<file path="src/rtl/stepper_angle_tracking_controller_top_defines.svh">
// ---------------------------------------------------------------------------
// Stepper angle tracking controller assertion macros
// Concurrent property checks for the top level; empty when NO_ASSERTIONS.
// ---------------------------------------------------------------------------
`ifndef STEPPER_ANGLE_TRACKING_CONTROLLER_TOP_DEFINES_SVH
`define STEPPER_ANGLE_TRACKING_CONTROLLER_TOP_DEFINES_SVH

`ifndef NO_ASSERTIONS
`define SATC_ASSERT_SAME(name, clk, rst, ante, cons) \
  name: assert property (@(posedge clk) disable iff (rst) (ante) |-> (cons)) \
    else $error("satc: same-cycle property violated");
`define SATC_ASSERT_NEXT(name, clk, rst, ante, cons) \
  name: assert property (@(posedge clk) disable iff (rst) (ante) |=> (cons)) \
    else $error("satc: next-cycle property violated");
`else
`define SATC_ASSERT_SAME(name, clk, rst, ante, cons)
`define SATC_ASSERT_NEXT(name, clk, rst, ante, cons)
`endif

`endif

</file>
<file path="src/rtl/satc_pkg.sv">
// ---------------------------------------------------------------------------
// Stepper angle tracking controller package
// Shared widths, register codes, state encodings and payload structs.
// ---------------------------------------------------------------------------
`default_nettype none

package satc_pkg;

  localparam int ANGLE_BITS = 12;
  localparam int CPR_W      = 13;
  localparam int SPEED_W    = 8;
  localparam int SCALE_W    = 20;
  localparam int ERR_W      = CPR_W + 2;
  localparam int DIV_CNT_W  = $clog2(SCALE_W);
  localparam int CFG_IDX_W  = 2;
  localparam int CFG_DATA_W = SCALE_W;

  localparam logic [CPR_W-1:0]   CPR_RESET     = 13'd960;
  localparam logic [SPEED_W-1:0] LIMIT_RESET   = 8'd100;
  localparam logic [SPEED_W-1:0] HOMING_RESET  = 8'd10;
  localparam logic [SCALE_W-1:0] SCALE_RESET   = 20'd200000;
  localparam logic [DIV_CNT_W-1:0] DIV_LAST    = DIV_CNT_W'(SCALE_W - 1);

  typedef enum logic [CFG_IDX_W-1:0] {
    CFG_COUNTS_PER_REV    = 2'd0,
    CFG_SPEED_LIMIT       = 2'd1,
    CFG_HOMING_SPEED      = 2'd2,
    CFG_HALF_PERIOD_SCALE = 2'd3
  } cfg_reg_t;

  typedef enum logic [1:0] {
    PH_LEAVE = 2'd0,
    PH_SEEK  = 2'd1,
    PH_TRACK = 2'd2
  } ctrl_phase_t;

  typedef enum logic [1:0] {
    PU_IDLE = 2'd0,
    PU_LOW  = 2'd1,
    PU_HIGH = 2'd2
  } pulse_phase_t;

  typedef enum logic [2:0] {
    ST_IDLE,
    ST_TICK,
    ST_SAMPLE,
    ST_CLAMP,
    ST_DIV,
    ST_LOAD,
    ST_OUT
  } seq_state_t;

  typedef struct packed {
    logic                  req_type;
    logic [ANGLE_BITS-1:0] target_angle;
    logic [ANGLE_BITS-1:0] actual_angle;
    logic                  light_barrier;
  } req_t;

  typedef struct packed {
    logic               step_level;
    logic               direction;
    logic [SPEED_W-1:0] speed_now;
    logic               homed;
  } rsp_t;

  typedef struct packed {
    logic capture;
    logic tick;
    logic sample;
    logic clamp;
    logic div_start;
    logic div_step;
    logic period_load;
    logic out_load;
  } dp_cmd_t;

  typedef struct packed {
    logic start_period;
    logic tracking;
    logic div_last;
  } dp_status_t;

endpackage

`default_nettype wire

</file>
<file path="src/rtl/satc_ctrl.sv">
// ---------------------------------------------------------------------------
// Stepper angle tracking controller sequencer
// Handshake control and step sequencing for one item at a time.
// ---------------------------------------------------------------------------
`default_nettype none

module satc_ctrl (
  input  logic                clk,
  input  logic                rst,
  input  logic                req_valid,
  input  logic                req_type,
  output logic                req_stall,
  output logic                rsp_valid,
  input  logic                rsp_stall,
  output satc_pkg::dp_cmd_t    cmd,
  input  satc_pkg::dp_status_t status
);
  import satc_pkg::*;

  seq_state_t state, state_next;
  logic       out_free;

  assign req_stall = rst || (state != ST_IDLE);
  assign out_free  = !rsp_valid || !rsp_stall;

  always_ff @(posedge clk) begin
    if (rst) begin
      state <= ST_IDLE;
    end else begin
      state <= state_next;
    end
  end

  always_ff @(posedge clk) begin
    if (rst) begin
      rsp_valid <= 1'b0;
    end else if (cmd.out_load) begin
      rsp_valid <= 1'b1;
    end else if (!rsp_stall) begin
      rsp_valid <= 1'b0;
    end
  end

  always_comb begin
    state_next = state;
    cmd        = '0;
    unique case (state)
      ST_IDLE: begin
        if (req_valid) begin
          cmd.capture = 1'b1;
          state_next  = req_type ? ST_SAMPLE : ST_TICK;
        end
      end
      ST_TICK: begin
        cmd.tick = 1'b1;
        if (status.start_period) begin
          cmd.div_start = 1'b1;
          state_next    = ST_DIV;
        end else begin
          state_next = ST_OUT;
        end
      end
      ST_SAMPLE: begin
        cmd.sample = 1'b1;
        state_next = status.tracking ? ST_CLAMP : ST_OUT;
      end
      ST_CLAMP: begin
        cmd.clamp  = 1'b1;
        state_next = ST_OUT;
      end
      ST_DIV: begin
        cmd.div_step = 1'b1;
        if (status.div_last) begin
          state_next = ST_LOAD;
        end
      end
      ST_LOAD: begin
        cmd.period_load = 1'b1;
        state_next      = ST_OUT;
      end
      ST_OUT: begin
        if (out_free) begin
          cmd.out_load = 1'b1;
          state_next   = ST_IDLE;
        end
      end
      default: begin
        state_next = ST_IDLE;
      end
    endcase
  end

endmodule

`default_nettype wire

</file>
<file path="src/rtl/satc_datapath.sv">
// ---------------------------------------------------------------------------
// Stepper angle tracking controller datapath
// Registers, homing and error logic, step timer and serial divider.
// ---------------------------------------------------------------------------
`default_nettype none

module satc_datapath #(
  parameter int TIMER_BITS = 20
) (
  input  logic                                clk,
  input  logic                                rst,
  input  logic                                cfg_we,
  input  logic [satc_pkg::CFG_IDX_W-1:0]      cfg_index,
  input  logic [satc_pkg::CFG_DATA_W-1:0]     cfg_data,
  input  satc_pkg::req_t                      req,
  output satc_pkg::rsp_t                      rsp,
  input  satc_pkg::dp_cmd_t                   cmd,
  output satc_pkg::dp_status_t                status
);
  import satc_pkg::*;

  logic [CPR_W-1:0]   counts_per_rev;
  logic [SPEED_W-1:0] speed_limit;
  logic [SPEED_W-1:0] homing_speed;
  logic [SCALE_W-1:0] half_period_scale;

  ctrl_phase_t        control_phase;
  logic [SPEED_W-1:0] track_speed;
  logic               dir_level;
  pulse_phase_t       pulse_phase;
  logic               pulse_line;
  logic [TIMER_BITS-1:0] half_count;
  logic [TIMER_BITS-1:0] half_length;

  req_t               req_q;
  logic signed [ERR_W-1:0] err_mag;
  logic               err_dir;
  logic signed [ERR_W-1:0] err_mag_next;
  logic               err_dir_next;

  logic [SPEED_W-1:0] div_rem;
  logic [SCALE_W-1:0] div_q;
  logic [SPEED_W-1:0] div_den;
  logic [DIV_CNT_W-1:0] div_cnt;
  logic [SPEED_W:0]   rem_sh;
  logic [SPEED_W:0]   rem_diff;

  logic [SPEED_W-1:0] speed_eff;
  logic               expired;
  logic               need_period;
  logic [TIMER_BITS-1:0] quot_sat;
  logic [TIMER_BITS-1:0] half_new;

  logic signed [ERR_W-1:0] diff;
  logic signed [ERR_W-1:0] cpr_s;
  logic signed [ERR_W-1:0] thr_s;
  logic signed [ERR_W-1:0] limit_s;
  logic [SPEED_W-1:0] clamped;

  assign speed_eff   = (control_phase == PH_TRACK) ? track_speed : homing_speed;
  assign expired     = half_count >= half_length;
  assign need_period = (pulse_phase == PU_IDLE) || ((pulse_phase == PU_HIGH) && expired);

  assign status.start_period = need_period && (speed_eff != '0);
  assign status.tracking     = control_phase == PH_TRACK;
  assign status.div_last     = div_cnt == DIV_LAST;

  always_ff @(posedge clk) begin
    if (rst) begin
      counts_per_rev    <= CPR_RESET;
      speed_limit       <= LIMIT_RESET;
      homing_speed      <= HOMING_RESET;
      half_period_scale <= SCALE_RESET;
    end else if (cfg_we) begin
      unique case (cfg_reg_t'(cfg_index))
        CFG_COUNTS_PER_REV:    counts_per_rev    <= cfg_data[CPR_W-1:0];
        CFG_SPEED_LIMIT:       speed_limit       <= cfg_data[SPEED_W-1:0];
        CFG_HOMING_SPEED:      homing_speed      <= cfg_data[SPEED_W-1:0];
        CFG_HALF_PERIOD_SCALE: half_period_scale <= cfg_data[SCALE_W-1:0];
      endcase
    end
  end

  always_ff @(posedge clk) begin
    if (cmd.capture) begin
      req_q <= req;
    end
  end

  always_comb begin
    diff    = $signed({{(ERR_W-ANGLE_BITS){1'b0}}, req_q.target_angle})
            - $signed({{(ERR_W-ANGLE_BITS){1'b0}}, req_q.actual_angle});
    cpr_s   = $signed({{(ERR_W-CPR_W){1'b0}}, counts_per_rev});
    thr_s   = $signed({{(ERR_W-CPR_W+1){1'b0}}, counts_per_rev[CPR_W-1:1]});
    limit_s = $signed({{(ERR_W-SPEED_W){1'b0}}, speed_limit});
    if (diff > thr_s) begin
      err_dir_next = 1'b0;
      err_mag_next = cpr_s - diff;
    end else if (diff < -thr_s) begin
      err_dir_next = 1'b1;
      err_mag_next = cpr_s + diff;
    end else if (diff >= 0) begin
      err_dir_next = 1'b1;
      err_mag_next = diff;
    end else begin
      err_dir_next = 1'b0;
      err_mag_next = -diff;
    end
  end

  always_comb begin
    if (err_mag < 0) begin
      clamped = '0;
    end else if (err_mag > limit_s) begin
      clamped = speed_limit;
    end else begin
      clamped = err_mag[SPEED_W-1:0];
    end
  end

  always_ff @(posedge clk) begin
    if (cmd.sample) begin
      err_mag <= err_mag_next;
      err_dir <= err_dir_next;
    end
  end

  always_ff @(posedge clk) begin
    if (rst) begin
      control_phase <= PH_LEAVE;
      track_speed   <= '0;
      dir_level     <= 1'b0;
    end else if (cmd.sample) begin
      unique case (control_phase)
        PH_LEAVE: begin
          if (!req_q.light_barrier) begin
            control_phase <= PH_SEEK;
          end
        end
        PH_SEEK: begin
          if (req_q.light_barrier) begin
            control_phase <= PH_TRACK;
            track_speed   <= '0;
            dir_level     <= 1'b1;
          end
        end
        default: begin
        end
      endcase
    end else if (cmd.clamp) begin
      dir_level   <= err_dir;
      track_speed <= clamped;
    end
  end

  assign rem_sh   = {div_rem, div_q[SCALE_W-1]};
  assign rem_diff = rem_sh - {1'b0, div_den};

  always_ff @(posedge clk) begin
    if (cmd.div_start) begin
      div_rem <= '0;
      div_q   <= half_period_scale;
      div_den <= speed_eff;
      div_cnt <= '0;
    end else if (cmd.div_step) begin
      div_cnt <= div_cnt + 1'b1;
      if (rem_sh >= {1'b0, div_den}) begin
        div_rem <= rem_diff[SPEED_W-1:0];
        div_q   <= {div_q[SCALE_W-2:0], 1'b1};
      end else begin
        div_rem <= rem_sh[SPEED_W-1:0];
        div_q   <= {div_q[SCALE_W-2:0], 1'b0};
      end
    end
  end

  if (TIMER_BITS >= SCALE_W) begin : g_wide_timer
    assign quot_sat = TIMER_BITS'(div_q);
  end else begin : g_narrow_timer
    assign quot_sat = (|div_q[SCALE_W-1:TIMER_BITS]) ? '1 : div_q[TIMER_BITS-1:0];
  end

  assign half_new = (quot_sat == '0) ? TIMER_BITS'(1) : quot_sat;

  always_ff @(posedge clk) begin
    if (rst) begin
      pulse_phase <= PU_IDLE;
      pulse_line  <= 1'b0;
      half_count  <= '0;
      half_length <= '0;
    end else if (cmd.period_load) begin
      half_length <= half_new;
      half_count  <= TIMER_BITS'(1);
      pulse_line  <= 1'b0;
      pulse_phase <= PU_LOW;
    end else if (cmd.tick) begin
      if (need_period) begin
        if (speed_eff == '0) begin
          pulse_phase <= PU_IDLE;
        end
      end else if ((pulse_phase == PU_LOW) && expired) begin
        pulse_line  <= 1'b1;
        pulse_phase <= PU_HIGH;
        half_count  <= TIMER_BITS'(1);
      end else begin
        half_count <= half_count + 1'b1;
      end
    end
  end

  always_ff @(posedge clk) begin
    if (cmd.out_load) begin
      rsp.step_level <= pulse_line;
      rsp.direction  <= dir_level;
      rsp.speed_now  <= speed_eff;
      rsp.homed      <= control_phase == PH_TRACK;
    end
  end

endmodule

`default_nettype wire

</file>
<file path="src/rtl/stepper_angle_tracking_controller_top.sv">
// ---------------------------------------------------------------------------
// Stepper angle tracking controller
// Homing, angle tracking and step pulse generation for one stepper axis.
// ---------------------------------------------------------------------------
// Request channel (req_valid, req_stall, req) carries ticks and samples;
// response channel (rsp_valid, rsp_stall, rsp) returns one item per request.
// Configuration registers are written by the user through cfg_we, cfg_index,
// cfg_data only while no request is in flight; the block does not enforce it.
// Sequencer states from accept to response:
//   sample before tracking, or tick inside a half period: SAMPLE or TICK, OUT
//   sample while tracking: SAMPLE, CLAMP, OUT
//   tick that starts a step period: TICK, DIV, LOAD, OUT
// One request is in flight at a time. A tick that starts a step period runs
// the restoring divider, one quotient bit per cycle over the 20-bit half
// period scale.
// A finished response sits in an output register, so the sequencer returns
// to accept the next request while rsp_stall is high, and holds the
// following response until the register is taken.
// Reset (rst, synchronous) loads register defaults, restarts homing and
// idles the step line low; req_stall is high during reset.
// ---------------------------------------------------------------------------
`default_nettype none

`include "stepper_angle_tracking_controller_top_defines.svh"

module stepper_angle_tracking_controller_top #(
  parameter int TIMER_BITS = 20
) (
  input  logic                            clk,
  input  logic                            rst,
  input  logic                            req_valid,
  output logic                            req_stall,
  input  satc_pkg::req_t                  req,
  output logic                            rsp_valid,
  input  logic                            rsp_stall,
  output satc_pkg::rsp_t                  rsp,
  input  logic                            cfg_we,
  input  logic [satc_pkg::CFG_IDX_W-1:0]  cfg_index,
  input  logic [satc_pkg::CFG_DATA_W-1:0] cfg_data
);
  import satc_pkg::*;

  dp_cmd_t    cmd;
  dp_status_t status;

  satc_ctrl u_ctrl (
    .clk       (clk),
    .rst       (rst),
    .req_valid (req_valid),
    .req_type  (req.req_type),
    .req_stall (req_stall),
    .rsp_valid (rsp_valid),
    .rsp_stall (rsp_stall),
    .cmd       (cmd),
    .status    (status)
  );

  satc_datapath #(
    .TIMER_BITS (TIMER_BITS)
  ) u_datapath (
    .clk       (clk),
    .rst       (rst),
    .cfg_we    (cfg_we),
    .cfg_index (cfg_index),
    .cfg_data  (cfg_data),
    .req       (req),
    .rsp       (rsp),
    .cmd       (cmd),
    .status    (status)
  );

  `SATC_ASSERT_NEXT(a_busy_after_transfer, clk, rst, req_valid && !req_stall, req_stall)
  `SATC_ASSERT_NEXT(a_homed_sticky, clk, rst, rsp_valid && rsp.homed, !rsp_valid || rsp.homed)
  `SATC_ASSERT_NEXT(a_div_runs, clk, rst, cmd.div_start, cmd.div_step)
  `SATC_ASSERT_SAME(a_load_idle_timer, clk, rst, cmd.period_load, !cmd.tick && !cmd.sample)

endmodule

`default_nettype wire
</file>
<file path="config.mk">
export PLATFORM = sky130hd
export DESIGN_NAME = stepper_angle_tracking_controller_top
export DESIGN_NICKNAME = d
export VERILOG_FILES = /design/src/rtl/satc_pkg.sv /design/src/rtl/satc_ctrl.sv /design/src/rtl/satc_datapath.sv /design/src/rtl/stepper_angle_tracking_controller_top.sv
export VERILOG_INCLUDE_DIRS = /design/src /design/src/rtl
export SDC_FILE = /design/constraint.sdc
export NUM_CORES = 1
export LEC_CHECK = 0
export BUFFER_PORTS_ARGS = -buffer_cell sky130_fd_sc_hd__buf_4
export CORE_MARGIN = 1
export CORE_UTILIZATION = 41
export CTS_CLUSTER_SIZE = 10
export DETAILED_ROUTE_END_ITERATION = 8
export SETUP_SLACK_MARGIN = 0.2
export SYNTH_ARGS = -nofsm -noshare
export SYNTH_HDL_FRONTEND = slang
export SYNTH_SLANG_ARGS = --single-unit
</file>
<file path="constraint.sdc">
create_clock -name clk -period 5.6 [get_ports clk]
set_input_delay 1.12 -clock clk [delete_from_list [all_inputs] [get_ports clk]]
set_output_delay 1.12 -clock clk [all_outputs]
set_load 0.005 [all_outputs]
</file>
==> summary.txt <==
Synth Area in Compound Gates: 16.1%
Critical Path AT: 4.88 ns
Congestion Overflow GR: 0
switch share: 35.9%
io pins: 66
Setup Skew: 0.0150 ns
Final Hold Fails: 0
most common cell after layout, fill and taps aside: nand2_1
Crit. End Element: register
met1 Usage GRT: 24.2%
gr usage total: 18.9%
Min-Delay Startpoint: u_datapath.pulse_line$_SDFFE_PP0P_
post-cts repair resize count: 0
Final Max Tran Viols: 0
unrepaired setup endpoints after global routing: false
Clock Power Share: 27.2%
Post-synth EDFFs: 80
setup TNS after final layout: 0 ns
Synth Area in Adders: 11.7%
NetSw: 0.00168 W
largest net degree at the start of global routing: 73
maxcap violations: 0
DRC viols: 0
Final period util: 83.6%
CP startpoint: u_datapath.req_q[1]$_DFFE_PP_
Async S/R FF share, synth: 0%
proportion of synthesized area in mux cells: 4.01%
final setup fails: 0
Die H: 171 um
CTS root buf: clkbuf_16
global-route wire length before repair: 43,400 um
area grow syn2layout: 12.8%
crit path kind: reg -> reg
Yosys top cell area share: 20.6%
Vias/cell: 5.29
nets: 1,465
slew at the pin closest to its max-slew limit: 1.14 ns
cts bufs inserted: 17
Hold Crit Endpoint: u_datapath.rsp[10]$_DFFE_PP_
Most Used Layer, Global Route: met2
Skew-Pair Late Insertion Delay: 0.45 ns
Worst IR Drop VDD: 259 uV
First-pass DRT Iterations: 5
XOR/XNOR Fraction of Synth Area: 4.48%
total die area: 29,100 um2
initial antenna violation count: 1
Clk pin slew, worst setup/hold paths: 0.08 ns
hold depth: 0
post-synthesis cell type count: 82
H-Tree Depth: 4
worst hold path type: reg -> reg
share of cells above drive strength 1: 12.5%
vias post-DR: 8,991
fmax: 214 MHz
Leak: 5.34 nW
Main synth FF type: dfxtp_1
PwrDens: 356 nW/um2
Post-CTS Setup Bufs: 0
CTS Buffer Depth: 2
CTS Hold Bufs: 0
commonest non-fill, non-tap cells in the layout: nand2_1, dfxtp_1, inv_1
Power Internal: 0.00300 W
Mapped Cells: 1,259
Logic pwr share: 35.1%
main combinational cell family by area after synthesis: simple AND/OR/NAND/NOR gates
CTS tree: done
Final min period: 4.68 ns
outcome: completed
worst r2r src: u_datapath.req_q[1]$_DFFE_PP_
crit path launch type: register
Slew HR: 23.6%
DRT iter0 DRCs: 479
R2R Setup Slk: 0.92 ns
flops & latches, synth: 200
Crit Path Max Fanout: 24
vias in the first global route: 8,590
die width: 171 um
grt met2 use: 32.7%
post-synth top area cell: dfxtp_1
reg2reg end: u_datapath.err_mag[11]$_DFFE_PP_
Synth warnings: 0
Core ar.: 27,900 um2
global routing usage on met3: 3.28%
top cells by area, synth: dfxtp_1, edfxtp_1, ha_1, nand2_1, inv_1
I/O Buffers: 65
FP Rows: 61
Worst Path Required: 5.80 ns
Synth Cell Area: 11,700 um2
drt total wl: 26,500 um
Avg Synthesized Cell Area: 9.27 um2
register area share after synthesis: 41.2%
clk sinks: 200
Starting Density: 41.9%
Post-DRT Antenna Nets: 0
Hold WS: 0.440 ns
R2R cell count: 17
syn_nets: 1,417
Seq pwr share: 37.6%
drt wl/cell: 15.6 um
area share of and/or/nand/nor cells after synthesis: 17.4%
DPL Wire Length: 20,000 um
GPL Wtd Cong: 0.875
-- critical path: stages, from the launching register on --
cell      delay (ns)
edfxtp_1        0.38
ha_1            0.23
fa_1            0.41
nand2b_1        0.19
a21oi_2         0.30
o21ai_0         0.14
a221oi_1        0.26
o21ai_0         0.10
nor2b_1         0.15
buf_4           0.19
ha_1            0.37
nand4_1         0.15
o41ai_1         0.44
a311oi_2        0.11
xnor2_2         0.15
buf_4           0.22
or2_1           0.32
o221a_1         0.29
-- kinds of logic after synthesis --
group	Yosys count
AND/OR/NAND/NOR	413
adder cells (fa/ha/maj)	107
AO/OA/AOI/OAI	280
multiplexers	43
flip-flops	200
buffers and inverters	158
XOR/XNOR	58
-- Yosys cell counts, types with 9 or more instances --
| cell | n |
|---|---|
| nor3_1 | 21 |
| nand2b_1 | 17 |
| a22oi_1 | 9 |
| nand3b_1 | 18 |
| inv_1 | 108 |
| xor2_1 | 22 |
| mux2_2 | 30 |
| a22o_1 | 13 |
| o21bai_1 | 10 |
| nor4_1 | 13 |
| nor2_1 | 96 |
| o21a_1 | 9 |
| a21o_1 | 26 |
| o22ai_1 | 14 |
| ha_1 | 101 |
| nand4_1 | 23 |
| xnor2_1 | 34 |
| nand3_1 | 38 |
| nor2b_1 | 13 |
| edfxtp_1 | 80 |
| mux2i_1 | 13 |
| clkbuf_1 | 39 |
| a21oi_1 | 77 |
| dfxtp_1 | 120 |
| o21ai_0 | 41 |
| nand2_1 | 130 |
| a31oi_1 | 18 |
-- registers in the layout, indices dropped and copies added (netlist names), 2 cells and up --
signal and count:
u_ctrl.state 3, u_datapath.control_phase 2, u_datapath.counts_per_rev 13, u_datapath.div_cnt 5, u_datapath.div_den 8, u_datapath.div_q 20
u_datapath.div_rem 8, u_datapath.err_mag 15, u_datapath.half_count 20, u_datapath.half_length 20, u_datapath.half_period_scale 20, u_datapath.homing_speed 8
u_datapath.pulse_phase 2, u_datapath.req_q 25, u_datapath.rsp 11, u_datapath.speed_limit 8, u_datapath.track_speed 8
-- per-stage QoR --
stage,setup slack [ns],cell area (um2),instances,power (W),utilization [%]
after floorplan,1.36,11700,1259,0.00303,-
after global placement,1.02,12500,1666,0.00340,45.0
after detailed placement,0.894,12500,1666,0.00343,45.0
after CTS,0.893,13200,1698,0.00471,47.2
after global routing,0.630,13200,1698,0.00497,47.2
final,0.919,13200,1699,0.00468,47.2
-- layer usage --
layer | wire length, um | vias up | part of all wire, %
li1 | - | 4585 | -
met4 | 318 | 0 | 1.2
met3 | 922 | 22 | 3.5
met5 | 0 | - | 0
met1 | 12300 | 4246 | 46
met2 | 12900 | 138 | 49
-- worst max-delay path by stage --
| stage | endpoint | slack (ns) | cells after the start |
|---|---|---|---|
| 6_report | u_datapath.err_mag[11]$_DFFE_PP_ | 0.92 | 17 |
| 5_1_grt | u_datapath.err_mag[11]$_DFFE_PP_ | 0.63 | 17 |
| 4_1_cts | u_datapath.err_mag[11]$_DFFE_PP_ | 0.89 | 17 |
| 3_5_place_dp | u_datapath.err_mag[11]$_DFFE_PP_ | 0.89 | 17 |
| 3_3_place_gp | u_datapath.err_mag[11]$_DFFE_PP_ | 1.02 | 17 |
| 2_1_floorplan | u_datapath.err_mag[11]$_DFFE_PP_ | 1.36 | 19 |
-- area by class of cell --
class / count / area, um2
well taps: 378 / 473
inverters: 110 / 413
repair buffers: 77 / 578
multi-input cells: 901 / 6280
flip-flops and latches: 200 / 4800
clock inverters: 15 / 184
clock buffers: 17 / 425
fillers: 2697 / 14700
diodes: 1 / 2.50
-- power groups by stage --
stage / Combinational (W) / Clock, W / Sequential (W)
final: 0.00165 / 0.00128 / 0.00176
after global routing: 0.00184 / 0.00136 / 0.00178
after CTS: 0.00164 / 0.00131 / 0.00176
after detailed placement: 0.00163 / 0 / 0.00179
after global placement: 0.00161 / 0 / 0.00179
after floorplan: 0.00126 / 0 / 0.00176
Note: power is estimated with default switching activity, not from simulation.
